### src/vmpt_pkg.sv
// ----------------------------------------------------------------------------
// vmpt_pkg
// Shared types and constants for the vibration motor pulse timer.
// ----------------------------------------------------------------------------
package vmpt_pkg;

  localparam int FIELD_TIME_W = 16;
  localparam int QUEUE_DEPTH  = 2;

  // input command codes
  localparam logic [1:0] CMD_TICK  = 2'd0;
  localparam logic [1:0] CMD_START = 2'd1;
  localparam logic [1:0] CMD_PROBE = 2'd2;

  // decoded operation carried from the front end to the execution side
  typedef enum logic [1:0] {
    OP_TICK  = 2'd0,
    OP_START = 2'd1,
    OP_PROBE = 2'd2,
    OP_NOP   = 2'd3
  } op_t;

  typedef enum logic [1:0] {
    PRES_PRESENT = 2'd0,
    PRES_ABSENT  = 2'd1,
    PRES_ERROR   = 2'd2
  } pres_t;

  localparam logic [2:0] MODE_IDLE     = 3'd0;
  localparam logic [2:0] MODE_STOPPING = 3'd3;
  localparam logic [2:0] MODE_ACTIVE   = 3'd4;

  typedef struct packed {
    op_t                     op;
    logic [FIELD_TIME_W-1:0] total_time;
    logic [FIELD_TIME_W-1:0] on_time;
    logic [FIELD_TIME_W-1:0] off_time;
    logic                    bus_busy;
    logic                    pak_fault;
  } item_t;

endpackage

### src/vmpt_if.sv
// ----------------------------------------------------------------------------
// vmpt channel interfaces
// Valid/ready channels for command items and result items.
// ----------------------------------------------------------------------------
interface vmpt_in_if;
  logic        valid;
  logic        ready;
  logic [1:0]  cmd;
  logic [15:0] total_time;
  logic [15:0] on_time;
  logic [15:0] off_time;
  logic        bus_busy;
  logic        pak_fault;

  modport source (
    output valid, cmd, total_time, on_time, off_time, bus_busy, pak_fault,
    input  ready
  );
  modport sink (
    input  valid, cmd, total_time, on_time, off_time, bus_busy, pak_fault,
    output ready
  );
endinterface

interface vmpt_out_if;
  logic       valid;
  logic       ready;
  logic       start_sent;
  logic       stop_sent;
  logic       init_sent;
  logic [1:0] pak_status;
  logic [2:0] pattern_mode;

  modport source (
    output valid, start_sent, stop_sent, init_sent, pak_status, pattern_mode,
    input  ready
  );
  modport sink (
    input  valid, start_sent, stop_sent, init_sent, pak_status, pattern_mode,
    output ready
  );
endinterface

### src/vmpt_front.sv
// ----------------------------------------------------------------------------
// vmpt_front
// Accepts command items and decodes them into operations for the queue.
// ----------------------------------------------------------------------------
module vmpt_front
  import vmpt_pkg::*;
(
  vmpt_in_if.sink in_ch,
  output logic    push_valid,
  input  logic    push_ready,
  output item_t   push_item
);

  op_t op;

  always_comb begin
    case (in_ch.cmd)
      CMD_TICK:  op = OP_TICK;
      CMD_START: op = OP_START;
      CMD_PROBE: op = OP_PROBE;
      default:   op = OP_NOP;
    endcase
  end

  assign push_valid           = in_ch.valid;
  assign in_ch.ready          = push_ready;
  assign push_item.op         = op;
  assign push_item.total_time = in_ch.total_time;
  assign push_item.on_time    = in_ch.on_time;
  assign push_item.off_time   = in_ch.off_time;
  assign push_item.bus_busy   = in_ch.bus_busy;
  assign push_item.pak_fault  = in_ch.pak_fault;

endmodule

### src/vmpt_queue.sv
// ----------------------------------------------------------------------------
// vmpt_queue
// Short FIFO of decoded items between the front end and the execution side.
// ----------------------------------------------------------------------------
module vmpt_queue
  import vmpt_pkg::*;
(
  input  logic  clk,
  input  logic  rst_n,
  input  logic  push_valid,
  output logic  push_ready,
  input  item_t push_item,
  output logic  pop_valid,
  input  logic  pop_ready,
  output item_t pop_item
);

  localparam int PTR_W = (QUEUE_DEPTH > 1) ? $clog2(QUEUE_DEPTH) : 1;
  localparam int CNT_W = $clog2(QUEUE_DEPTH + 1);
  localparam logic [CNT_W-1:0] CNT_FULL = CNT_W'(QUEUE_DEPTH);
  localparam logic [PTR_W-1:0] PTR_LAST = PTR_W'(QUEUE_DEPTH - 1);

  item_t            mem_r [QUEUE_DEPTH];
  logic [PTR_W-1:0] wr_ptr_r, wr_ptr_nxt;
  logic [PTR_W-1:0] rd_ptr_r, rd_ptr_nxt;
  logic [CNT_W-1:0] count_r, count_nxt;
  logic             push, pop;

  assign push_ready = (count_r != CNT_FULL);
  assign pop_valid  = (count_r != '0);
  assign pop_item   = mem_r[rd_ptr_r];
  assign push       = push_valid && push_ready;
  assign pop        = pop_valid && pop_ready;

  always_comb begin
    wr_ptr_nxt = wr_ptr_r;
    rd_ptr_nxt = rd_ptr_r;
    count_nxt  = count_r;
    if (push) begin
      wr_ptr_nxt = (wr_ptr_r == PTR_LAST) ? '0 : PTR_W'(wr_ptr_r + 1'b1);
    end
    if (pop) begin
      rd_ptr_nxt = (rd_ptr_r == PTR_LAST) ? '0 : PTR_W'(rd_ptr_r + 1'b1);
    end
    if (push && !pop) begin
      count_nxt = CNT_W'(count_r + 1'b1);
    end else if (pop && !push) begin
      count_nxt = CNT_W'(count_r - 1'b1);
    end
  end

  always_ff @(posedge clk) begin
    if (!rst_n) begin
      wr_ptr_r <= '0;
      rd_ptr_r <= '0;
      count_r  <= '0;
    end else begin
      wr_ptr_r <= wr_ptr_nxt;
      rd_ptr_r <= rd_ptr_nxt;
      count_r  <= count_nxt;
    end
  end

  always_ff @(posedge clk) begin
    if (push) begin
      mem_r[wr_ptr_r] <= push_item;
    end
  end

endmodule

### src/vmpt_back.sv
// ----------------------------------------------------------------------------
// vmpt_back
// Executes queued operations against the motor state and registers results.
// ----------------------------------------------------------------------------
module vmpt_back
  import vmpt_pkg::*;
#(
  parameter int TIME_WIDTH  = 16,
  parameter int RETRY_TICKS = 16
) (
  input  logic  clk,
  input  logic  rst_n,
  input  logic  pop_valid,
  output logic  pop_ready,
  input  item_t pop_item,
  vmpt_out_if.source out_ch
);

  localparam int CNT_W = (RETRY_TICKS > 1) ? $clog2(RETRY_TICKS) : 1;
  localparam logic [CNT_W-1:0] CNT_LAST = CNT_W'(RETRY_TICKS - 1);
  localparam logic [TIME_WIDTH-1:0] TIME_ONE = TIME_WIDTH'(1);

  pres_t                 pres_r, pres_nxt;
  logic                  probe_dis_r, probe_dis_nxt;
  logic [2:0]            mode_r, mode_nxt;
  logic [TIME_WIDTH-1:0] total_r, total_nxt;
  logic [TIME_WIDTH-1:0] on_len_r, on_len_nxt;
  logic [TIME_WIDTH-1:0] off_len_r, off_len_nxt;
  logic [TIME_WIDTH-1:0] phase_r, phase_nxt;
  logic                  off_ph_r, off_ph_nxt;
  logic                  issued_r, issued_nxt;
  logic [CNT_W-1:0]      refresh_r, refresh_nxt;
  logic [CNT_W-1:0]      retry_r, retry_nxt;

  logic                  out_valid_r;
  logic                  o_start_r, o_stop_r, o_init_r;
  pres_t                 o_pres_r;
  logic [2:0]            o_mode_r;

  logic take;
  logic probe_req, start_req, stop_req;
  logic o_start, o_stop, o_init;

  assign pop_ready = !out_valid_r || out_ch.ready;
  assign take      = pop_valid && pop_ready;

  always_comb begin
    pres_nxt      = pres_r;
    probe_dis_nxt = probe_dis_r;
    mode_nxt      = mode_r;
    total_nxt     = total_r;
    on_len_nxt    = on_len_r;
    off_len_nxt   = off_len_r;
    phase_nxt     = phase_r;
    off_ph_nxt    = off_ph_r;
    issued_nxt    = issued_r;
    refresh_nxt   = refresh_r;
    retry_nxt     = retry_r;
    probe_req     = 1'b0;
    start_req     = 1'b0;
    stop_req      = 1'b0;
    o_start       = 1'b0;
    o_stop        = 1'b0;
    o_init        = 1'b0;

    case (pop_item.op)
      OP_TICK: begin
        if (pres_r != PRES_PRESENT) begin
          if (retry_r >= CNT_LAST) begin
            retry_nxt = '0;
            probe_req = 1'b1;
          end else begin
            retry_nxt = CNT_W'(retry_r + 1'b1);
          end
        end else if (mode_r == MODE_IDLE) begin
          if (refresh_r >= CNT_LAST) begin
            stop_req    = 1'b1;
            refresh_nxt = '0;
          end else begin
            refresh_nxt = CNT_W'(refresh_r + 1'b1);
          end
        end else if (mode_r < MODE_ACTIVE) begin
          stop_req = 1'b1;
          mode_nxt = 3'(mode_r - 3'd1);
        end else begin
          // first tick of a phase issues its access
          if (!issued_r) begin
            issued_nxt = 1'b1;
            start_req  = !off_ph_r;
            stop_req   = off_ph_r;
          end
          phase_nxt = TIME_WIDTH'(phase_r - TIME_ONE);
          if (phase_nxt == '0) begin
            phase_nxt  = off_ph_r ? on_len_r : off_len_r;
            off_ph_nxt = !off_ph_r;
            issued_nxt = 1'b0;
          end
          total_nxt = TIME_WIDTH'(total_r - TIME_ONE);
          if (total_nxt == '0) begin
            mode_nxt = MODE_STOPPING;
          end
        end
      end
      OP_START: begin
        if (pres_r == PRES_PRESENT) begin
          mode_nxt    = MODE_ACTIVE;
          total_nxt   = TIME_WIDTH'(pop_item.total_time);
          on_len_nxt  = TIME_WIDTH'(pop_item.on_time);
          phase_nxt   = TIME_WIDTH'(pop_item.on_time);
          off_len_nxt = TIME_WIDTH'(pop_item.off_time);
          off_ph_nxt  = 1'b0;
          issued_nxt  = 1'b0;
        end
      end
      OP_PROBE: begin
        probe_dis_nxt = 1'b0;
        probe_req     = 1'b1;
      end
      default: ;
    endcase

    if (probe_req && !probe_dis_nxt) begin
      if (pop_item.bus_busy) begin
        pres_nxt = PRES_ABSENT;
      end else begin
        o_init   = 1'b1;
        pres_nxt = pop_item.pak_fault ? PRES_ABSENT : PRES_PRESENT;
      end
      mode_nxt    = MODE_IDLE;
      total_nxt   = '0;
      off_ph_nxt  = 1'b0;
      on_len_nxt  = '0;
      off_len_nxt = '0;
      phase_nxt   = '0;
      issued_nxt  = 1'b0;
      refresh_nxt = '0;
      retry_nxt   = '0;
      stop_req    = (pres_nxt == PRES_PRESENT);
    end

    // motor access: only with the pak present and the bus free
    if ((start_req || stop_req) && pres_nxt == PRES_PRESENT && !pop_item.bus_busy) begin
      o_start = start_req;
      o_stop  = stop_req;
      if (pop_item.pak_fault) begin
        pres_nxt = PRES_ERROR;
        o_init   = 1'b1;
      end
    end

    if (pop_item.op == OP_PROBE && pres_nxt != PRES_PRESENT) begin
      probe_dis_nxt = 1'b1;
      pres_nxt      = PRES_ABSENT;
    end
  end

  always_ff @(posedge clk) begin
    if (!rst_n) begin
      pres_r      <= PRES_PRESENT;
      probe_dis_r <= 1'b0;
      mode_r      <= MODE_IDLE;
      total_r     <= '0;
      on_len_r    <= '0;
      off_len_r   <= '0;
      phase_r     <= '0;
      off_ph_r    <= 1'b0;
      issued_r    <= 1'b0;
      refresh_r   <= '0;
      retry_r     <= '0;
      out_valid_r <= 1'b0;
    end else begin
      if (take) begin
        pres_r      <= pres_nxt;
        probe_dis_r <= probe_dis_nxt;
        mode_r      <= mode_nxt;
        total_r     <= total_nxt;
        on_len_r    <= on_len_nxt;
        off_len_r   <= off_len_nxt;
        phase_r     <= phase_nxt;
        off_ph_r    <= off_ph_nxt;
        issued_r    <= issued_nxt;
        refresh_r   <= refresh_nxt;
        retry_r     <= retry_nxt;
      end
      if (take) begin
        out_valid_r <= 1'b1;
      end else if (out_ch.ready) begin
        out_valid_r <= 1'b0;
      end
    end
  end

  always_ff @(posedge clk) begin
    if (take) begin
      o_start_r <= o_start;
      o_stop_r  <= o_stop;
      o_init_r  <= o_init;
      o_pres_r  <= pres_nxt;
      o_mode_r  <= mode_nxt;
    end
  end

  assign out_ch.valid        = out_valid_r;
  assign out_ch.start_sent   = o_start_r;
  assign out_ch.stop_sent    = o_stop_r;
  assign out_ch.init_sent    = o_init_r;
  assign out_ch.pak_status   = o_pres_r;
  assign out_ch.pattern_mode = o_mode_r;

endmodule

### src/vibration_motor_pulse_timer.sv
// ----------------------------------------------------------------------------
// vibration_motor_pulse_timer
// Timed on/off vibration motor driver with pak presence tracking.
// ----------------------------------------------------------------------------
// Flow: an accepted item is written into the queue; the execute stage then pops
//   it from the queue and writes the result register.
// Throughput: one item per cycle while the receiver takes results; the execute
//   stage updates all counters together and the 2-entry queue absorbs output stalls.
// Reset: synchronous active-low rst_n; pak present, idle, all counters zero,
//   queue and result register empty.
module vibration_motor_pulse_timer
  import vmpt_pkg::*;
#(
  parameter int TIME_WIDTH  = 16,
  parameter int RETRY_TICKS = 16
) (
  input  logic        clk,
  input  logic        rst_n,
  vmpt_in_if.sink     in_ch,
  vmpt_out_if.source  out_ch
);

  logic  push_valid, push_ready;
  item_t push_item;
  logic  pop_valid, pop_ready;
  item_t pop_item;

  vmpt_front u_front (
    .in_ch      (in_ch),
    .push_valid (push_valid),
    .push_ready (push_ready),
    .push_item  (push_item)
  );

  vmpt_queue u_queue (
    .clk        (clk),
    .rst_n      (rst_n),
    .push_valid (push_valid),
    .push_ready (push_ready),
    .push_item  (push_item),
    .pop_valid  (pop_valid),
    .pop_ready  (pop_ready),
    .pop_item   (pop_item)
  );

  vmpt_back #(
    .TIME_WIDTH  (TIME_WIDTH),
    .RETRY_TICKS (RETRY_TICKS)
  ) u_back (
    .clk       (clk),
    .rst_n     (rst_n),
    .pop_valid (pop_valid),
    .pop_ready (pop_ready),
    .pop_item  (pop_item),
    .out_ch    (out_ch)
  );

  // a single access per item: never both start and stop
  a_one_access: assert property (@(posedge clk) disable iff (!rst_n)
    out_ch.valid |-> !(out_ch.start_sent && out_ch.stop_sent))
    else $error("start and stop issued for one item");

  // a start leaves the pak present or in error, never absent
  a_start_pres: assert property (@(posedge clk) disable iff (!rst_n)
    (out_ch.valid && out_ch.start_sent) |-> (out_ch.pak_status != PRES_ABSENT))
    else $error("start issued with pak absent");

  // result mode stays within idle, stopping countdown or active
  a_mode_range: assert property (@(posedge clk) disable iff (!rst_n)
    out_ch.valid |-> (out_ch.pattern_mode <= MODE_ACTIVE))
    else $error("pattern mode out of range");

  // a popped item always lands in the result register next cycle
  a_pop_result: assert property (@(posedge clk) disable iff (!rst_n)
    (pop_valid && pop_ready) |=> out_ch.valid)
    else $error("executed item produced no result");

endmodule

### src/flat_wrapper.sv
// flat-port wrapper written by rule: the top's interface ports become plain ports
module vibration_motor_pulse_timer_flat import vmpt_pkg::*;
#(
  parameter int TIME_WIDTH  = 16,
  parameter int RETRY_TICKS = 16
)
  (clk, rst_n, in_ch_valid, in_ch_cmd, in_ch_total_time, in_ch_on_time, in_ch_off_time, in_ch_bus_busy, in_ch_pak_fault, in_ch_ready, out_ch_valid, out_ch_start_sent, out_ch_stop_sent, out_ch_init_sent, out_ch_pak_status, out_ch_pattern_mode, out_ch_ready);
  vmpt_in_if in_ch_i ();
  vmpt_out_if out_ch_i ();
  input  logic clk;
  input  logic rst_n;
  input wire logic [$bits(in_ch_i.valid)-1:0] in_ch_valid;
  input wire logic [$bits(in_ch_i.cmd)-1:0] in_ch_cmd;
  input wire logic [$bits(in_ch_i.total_time)-1:0] in_ch_total_time;
  input wire logic [$bits(in_ch_i.on_time)-1:0] in_ch_on_time;
  input wire logic [$bits(in_ch_i.off_time)-1:0] in_ch_off_time;
  input wire logic [$bits(in_ch_i.bus_busy)-1:0] in_ch_bus_busy;
  input wire logic [$bits(in_ch_i.pak_fault)-1:0] in_ch_pak_fault;
  output wire logic [$bits(in_ch_i.ready)-1:0] in_ch_ready;
  output wire logic [$bits(out_ch_i.valid)-1:0] out_ch_valid;
  output wire logic [$bits(out_ch_i.start_sent)-1:0] out_ch_start_sent;
  output wire logic [$bits(out_ch_i.stop_sent)-1:0] out_ch_stop_sent;
  output wire logic [$bits(out_ch_i.init_sent)-1:0] out_ch_init_sent;
  output wire logic [$bits(out_ch_i.pak_status)-1:0] out_ch_pak_status;
  output wire logic [$bits(out_ch_i.pattern_mode)-1:0] out_ch_pattern_mode;
  input wire logic [$bits(out_ch_i.ready)-1:0] out_ch_ready;
  assign in_ch_i.valid = in_ch_valid;
  assign in_ch_i.cmd = in_ch_cmd;
  assign in_ch_i.total_time = in_ch_total_time;
  assign in_ch_i.on_time = in_ch_on_time;
  assign in_ch_i.off_time = in_ch_off_time;
  assign in_ch_i.bus_busy = in_ch_bus_busy;
  assign in_ch_i.pak_fault = in_ch_pak_fault;
  assign in_ch_ready = in_ch_i.ready;
  assign out_ch_valid = out_ch_i.valid;
  assign out_ch_start_sent = out_ch_i.start_sent;
  assign out_ch_stop_sent = out_ch_i.stop_sent;
  assign out_ch_init_sent = out_ch_i.init_sent;
  assign out_ch_pak_status = out_ch_i.pak_status;
  assign out_ch_pattern_mode = out_ch_i.pattern_mode;
  assign out_ch_i.ready = out_ch_ready;
  vibration_motor_pulse_timer #(.TIME_WIDTH(TIME_WIDTH), .RETRY_TICKS(RETRY_TICKS)) u_core (.clk(clk), .rst_n(rst_n), .in_ch(in_ch_i), .out_ch(out_ch_i));
endmodule
### config.mk
export PLATFORM = sky130hd
export DESIGN_NAME = vibration_motor_pulse_timer_flat
export DESIGN_NICKNAME = d
export VERILOG_FILES = /design/src/vmpt_pkg.sv /design/src/vmpt_if.sv /design/src/vmpt_front.sv /design/src/vmpt_queue.sv /design/src/vmpt_back.sv /design/src/vibration_motor_pulse_timer.sv /design/src/flat_wrapper.sv
export SDC_FILE = /design/constraint.sdc
export NUM_CORES = 1
export LEC_CHECK = 0
export ABC_AREA = 1
export BUFFER_PORTS_ARGS = -buffer_cell sky130_fd_sc_hd__buf_4
export CORE_ASPECT_RATIO = 1.5
export CORE_MARGIN = 2
export CORE_UTILIZATION = 35
export DETAILED_ROUTE_END_ITERATION = 10
export SLEW_MARGIN = 0
export SYNTH_ARGS = -nofsm -noshare
export SYNTH_HDL_FRONTEND = slang
export SYNTH_SLANG_ARGS = --single-unit
### constraint.sdc
create_clock -name clk -period 3 [get_ports clk]
set_input_delay 0 -clock clk [delete_from_list [all_inputs] [get_ports clk]]
set_output_delay 0 -clock clk [all_outputs]
set_load 0.01 [all_outputs]
### After elaboration in Yosys (flattened, before gate mapping)

Memory sizes are Yosys's and may differ from the RTL's. A register that Yosys moved wholly into a read port is not among the register bits.
Index checks and enable logic that the tools add are counted.

* magnitude comparators: 3
* $add $sub $neg: 9
* reduce and logical (&&, ||, !) cells: 40
* equal/unequal tests: 11
* muxes and demuxes: 87

Operators with widths (count)
* $mux 16: 17
* $pmux 16 s2: 2
* $mux 1: 41
* $mux 4: 9
* $logic_not 16->1: 2
* $sub 16x1->16 const B: 2
* $reduce_bool 2->1: 10
* $mux 3: 6
* $ne 3x3->1 const B: 5
* $mux 2: 7
* $logic_not 2->1: 5
* $add 4x1->4 const B: 2
* $ge 4x4->1 const B: 2
* $logic_and 1x1->1: 8
* $reduce_and 7->1: 1
* $logic_not 1->1: 6
* $pmux 1 s2: 3
* $pmux 2 s3: 1
* $pmux 3 s2: 1
* $reduce_and 3->1: 2
* $reduce_and 6->1: 1
* $eq 2x1->1 const B: 2
* $eq 2x2->1 const B: 2
* $reduce_and 4->1: 1
* 10 further kinds: 12

* bits of input ports: 56
* bits in registers: 93
* bits in writable memories: 104
* output and inout port bits: 10
* memories: 1

Memories
* u_core.u_queue.mem_r: words 2, bits a word 52, read ports 1, clocked after memory_dff 1, wr ports 1, RTL line vmpt_queue.sv:23 `item_t mem_r [QUEUE_DEPTH];`

### Logic depth before layout (Yosys ltp)

* depth after elaboration: 15
* gate-level depth with buffers: 18

### Modules after synthesis

Synthesis repeated with hierarchy kept, for this count alone.

* cell total of the unflattened synthesis: 1012
* area, all modules: 9874.5 µm²

Modules (own cells, without submodules)
* vmpt_back: times used 1, area each 5228.8 µm², cells an instance 759
* vmpt_queue: times used 1, area each 4247.8 µm², cells an instance 199
* vmpt_front: times used 1, area each 397.9 µm², cells an instance 54

### Worst setup path after synthesis

Ideal clock, no wire load.

* path kind: reg-to-reg
* from: register u_core.u_queue.count_r[0]
* to: memory u_core.u_queue.mem_r[1][0] (netlist bit), enable pin
* clock period less this slack: 3293 ps
* cell stages (with the launch flop): 5
* data arrival time: 2830 ps
* buffers on the path: 0
* setup slack: -293 ps
* cells stage by stage: dfxtp_1 > inv_1 > nand2_1 > nand2_1 > nor2_1

* longest elaborated chain between the ends: 4

Ends and longest elaborated chain
* from (decl): RTL line vmpt_queue.sv:26 `logic [CNT_W-1:0] count_r, count_nxt;`
* from (signal assigned): RTL line vmpt_queue.sv:60 `count_r <= count_nxt;`
* $ne 2x2->1: RTL line vmpt_queue.sv:29 `assign push_ready = (count_r != CNT_FULL);`
* net in_ch_ready: RTL line flat_wrapper.sv:19 `output wire logic [$bits(in_ch_i.ready)-1:0] in_ch_ready;`
* $logic_and 1x1->1: RTL line vmpt_queue.sv:32 `assign push = push_valid && push_ready;`
* $mux 1: RTL line vmpt_queue.sv:65 `if (push) begin`
* $mux 1 (implied by the code): RTL line vmpt_queue.sv:66 `mem_r[wr_ptr_r] <= push_item;`
* to (decl): RTL line vmpt_queue.sv:23

The timed path passes the listed nets, and every way through them passes these cells.

### Worst setup path after layout

* from: register u_core.u_back.phase_r[0]
* to: register u_core.u_back.off_ph_r

* longest elaborated chain between the ends: 4

Ends and longest elaborated chain
* from (decl): RTL line vmpt_back.sv:29 `logic [TIME_WIDTH-1:0] phase_r, phase_nxt;`
* from (signal assigned): RTL line vmpt_back.sv:179 `phase_r <= phase_nxt;`
* $sub 16x1->16: RTL line vmpt_back.sv:92 `phase_nxt = TIME_WIDTH'(phase_r - TIME_ONE);`
* $logic_not 16->1: RTL line vmpt_back.sv:93 `if (phase_nxt == '0) begin`
* $ne 3x3->1 (no line)
* $reduce_and 7->1 (no line)
* to (signal assigned): RTL line vmpt_back.sv:180 `off_ph_r <= off_ph_nxt;`
* to (decl): RTL line vmpt_back.sv:30 `logic off_ph_r, off_ph_nxt;`

No other way between the ends.
A chain may end at the register's enable or synchronous reset.

==> impl_metrics.env <==
export IMPL_status="complete, no violations"
export IMPL_core_area_um2=25700
export IMPL_synthXorXnorAreaFrac_pct=1.53
export IMPL_gp_congestion=0.845
export IMPL_setup_viol=0
export IMPL_r2r_setup_slack_ns=0.55
export IMPL_relSlewSlack_pct=49.6
export IMPL_nets=1200
export IMPL_drtIter0Drc=409
export IMPL_grt_total_usage_pct=16.9
export IMPL_cts_made_buffers=17
export IMPL_synth_edf_count=112
export IMPL_synth_ff_type="edfxtp_1"
export IMPL_synth_mux_area_fraction_pct=0.660
export IMPL_drive_gt1_share_pct=13.4
export IMPL_rsz0062_at_grt="no"
export IMPL_crit_type="reg2reg"
export IMPL_dr_pass1_iters=5
export IMPL_antenna_left=0
export IMPL_synth_seq_cells=198
export IMPL_finalClockSkew_ns=0.0143
export IMPL_htree_num_levels=4
export IMPL_drc=0
export IMPL_synthesis_area_um2=9100
export IMPL_worst_hold_path_type="in2reg"
export IMPL_switching_share_pct=44.1
export IMPL_fp_dieW_um=136
export IMPL_dieHeight_um=201
export IMPL_path_clk_slew_ns=0.07
export IMPL_path_cells="inv_1 -> ha_1 -> nand2_2 -> inv_2 -> nand2_4 -> nor2_4 -> nand3b_1 -> o21ai_1 -> nor3_4 -> nand2_4 -> a21oi_1 -> nand2_1 -> nand2_1 -> nor2_1"
export IMPL_use_met2_pct=30.6
export IMPL_cts_resized=0
export IMPL_rows=72
export IMPL_worstMarginPinSlew_ns=0.756
export IMPL_synth_top_family_by_area="simple AND/OR/NAND/NOR gates"
export IMPL_leakage_nw=4.40
export IMPL_final_cell_mix="236 x nand2_1, 112 x edfxtp_1, 104 x a21oi_1, 97 x nor2_1, 90 x inv_1"
export IMPL_multi_input_area_um2=3440
export IMPL_final_common_cell="nand2_1"
export IMPL_clock_latency_ns=0.45
export IMPL_routed_wl_mm=22.1
export IMPL_end_kind="register"
export IMPL_slew_violations=0
export IMPL_synthSimpleGateAreaFrac_pct=19.8
export IMPL_cts_tree="built"
export IMPL_met1_usage_pct=19.0
export IMPL_place_area_um2=9930
export IMPL_ys_seq_area_share_pct=55.9
export IMPL_vias=7201
export IMPL_reg2reg_to="u_core.u_back.off_ph_r"
export IMPL_syn_num_nets=1096
export IMPL_synth_async_reset_ratio_pct=0
export IMPL_switching_power_mw=5.28
export IMPL_p_clk_share_pct=18.2
export IMPL_n_antenna_cell=0
export IMPL_seqPwrFrac_pct=33.5
export IMPL_synth_compound_area_share_pct=14.5
export IMPL_initial_core_util_pct=35.4
export IMPL_ios=66
export IMPL_rr_worst_depth=14
export IMPL_yosysWarnings=0
export IMPL_max_vdd_ir_drop_mv=0.543
export IMPL_worstPathRequired_ns=3.35
export IMPL_syn_area_per_cell_um2=8.82
export IMPL_grt_ovfl_total=0
export IMPL_clock_path_buffers=2
export IMPL_yosysUniqueCellTypes=41
export IMPL_area_growth_pct=21.2
export IMPL_slowest_delay_ns=0.50
export IMPL_antenna_found_initial=0
export IMPL_fin_area_um2=11000
export IMPL_p_comb_share_pct=48.3
export IMPL_via_per_inst=4.86
export IMPL_post_cts_setup_buffer_count=0
export IMPL_worstReg2RegStart="u_core.u_back.phase_r[0]"
export IMPL_fin_tns_setup_ns=0
export IMPL_worstPathMaxFanout=11
export IMPL_grt_pass1_wl_mm=35.9
export IMPL_clock_sinks=198
export IMPL_root_buffer="clkbuf_16"
export IMPL_grt_pass1_vias=7214
export IMPL_wire_per_inst_um=14.9
export IMPL_dp_hpwl_mm=14.8
export IMPL_synth_fa_ha_area_share_pct=1.10
export IMPL_crit_path_start="u_core.u_back.phase_r[0]"
export IMPL_die_area_um2=27300
export IMPL_gr_usage_met3_pct=2.67
export IMPL_p_per_area_nw_per_um2=1090
export IMPL_fmax_ghz=0.409
export IMPL_period_needed_ns=2.45
export IMPL_fillers=2531
export IMPL_syn_inst=1032
export IMPL_port_buffers=65
export IMPL_grt_busiest_layer="met2"
export IMPL_slowest_stage="nor3_4"
export IMPL_grt_max_degree=53
export IMPL_p_int_mw=6.69
export IMPL_finalCritPeriodShare_pct=81.6
export IMPL_crit_arrival_ns=2.80
export IMPL_maxCapViolCount=0
export IMPL_cp_endpoint="u_core.u_back.off_ph_r"
export IMPL_final_seq_area_um2=5090
export IMPL_hold_viol_final=0
export IMPL_crit_path_start_kind="register"
## registers in the layout (all words and copies together), names as in the netlist, 2 cells and up, named ones only
signal / flops
u_core.u_queue.count_r: 2
u_core.u_back.retry_r: 4
u_core.u_back.phase_r: 16
u_core.u_back.on_len_r: 16
u_core.u_back.mode_r: 3
u_core.u_back.refresh_r: 4
u_core.u_back.out_ch.pak_status: 2
u_core.u_back.total_r: 16
u_core.u_back.out_ch.pattern_mode: 3
u_core.u_back.pres_r: 2
u_core.u_back.off_len_r: 16
u_core.u_queue.mem_r: 104
## final cells by class
cell class	instances	area share (%)
well taps	333	3.78
clock inverters	11	0.806
multi-input cells	688	31.2
repair buffers	134	10.6
clock buffers	21	4.18
inverters	97	3.32
flip-flops and latches	198	46.1
## worst max-delay path: cells and delay by family (launching register included)
family | cells | cell delay, ns
adders and majority gates | 1 | 0.25
AOI/OAI and AO/OA | 2 | 0.34
and+or+nand+nor | 9 | 1.24
buffers and inverters | 2 | 0.16
DFF | 1 | 0.37
## worst min path at each step
stage | from | endpoint | slack, ns | cells past startpoint
2_1_floorplan | in_ch_pak_fault | u_core.u_queue.mem_r[0][0] | 0.1 | 0
3_3_place_gp | in_ch_on_time[9] | u_core.u_queue.mem_r[0][27] | 0.19 | 1
3_5_place_dp | in_ch_on_time[12] | u_core.u_queue.mem_r[1][30] | 0.19 | 1
4_1_cts | in_ch_valid | u_core.u_queue.wr_ptr_r | 0.06 | 5
5_1_grt | in_ch_valid | u_core.u_queue.wr_ptr_r | 0.16 | 5
6_report | in_ch_valid | u_core.u_queue.wr_ptr_r | 0.08 | 5
## layer usage
metal,up-vias,wire length (um)
li1,3663,-
met1,3349,9060
met2,145,11600
met3,44,747
met4,0,686
met5,-,0
## synth_stat cells (4+ instances only)
cell | count | area, um2
nand2_1 | 236 | 886
edfxtp_1 | 112 | 3360
a21oi_1 | 104 | 521
nor2_1 | 99 | 372
inv_1 | 91 | 342
dfxtp_1 | 86 | 1720
o21ai_0 | 84 | 420
nand3_1 | 39 | 195
clkbuf_1 | 28 | 105
a211oi_1 | 17 | 128
a31oi_1 | 16 | 100
buf_2 | 14 | 70.1
xor2_1 | 9 | 78.8
ha_1 | 8 | 100
nand4_1 | 8 | 50.1
nand3b_1 | 7 | 52.6
o21ai_2 | 7 | 61.3
mux2i_1 | 6 | 60.1
nor3_1 | 6 | 30.0
a21oi_2 | 5 | 43.8
inv_2 | 5 | 18.8
nor2_2 | 5 | 31.3
o21ai_1 | 5 | 25.0
xnor2_1 | 5 | 43.8
nand2_2 | 4 | 25.0
## through the flow
step           setup slack, ns  power [mW]  std cells  hold slack (ns)  utilization (%)
5_1_grt                  0.225        13.0       1482            0.158             43.0
3_5_place_dp             0.597        9.79       1395            0.188             38.7
4_1_cts                  0.570        12.1       1482           0.0590             43.0
3_3_place_gp             0.603        9.72       1395            0.186             38.7
6_report                 0.553        12.0       1482           0.0846             43.0
2_1_floorplan            0.569        8.31       1032           0.0989                -
## repair_timing
item,4_1_cts,5_1_grt
setup endpoints to repair,0,0
hold buffers,55,0
hold endpoints to repair,111,0
## kinds of logic after synthesis
family                     Yosys count
and+or+nand+nor                    418
AOI/OAI and AO/OA                  241
muxes                                6
xor gates and xnor gates            15
DFF                                198
adders and majority gates            8
buffers and inverters              146
## power groups by stage
| stage | clock network (mW) | logic, mW | registers [mW] |
|---|---|---|---|
| 3_5_place_dp | 0 | 5.72 | 4.06 |
| 6_report | 2.18 | 5.78 | 4.01 |
| 2_1_floorplan | 0 | 4.33 | 3.98 |
| 5_1_grt | 2.32 | 6.55 | 4.09 |
| 4_1_cts | 2.23 | 5.81 | 4.01 |
| 3_3_place_gp | 0 | 5.66 | 4.06 |
No activity file was read; power rests on OpenSTA's default activity.
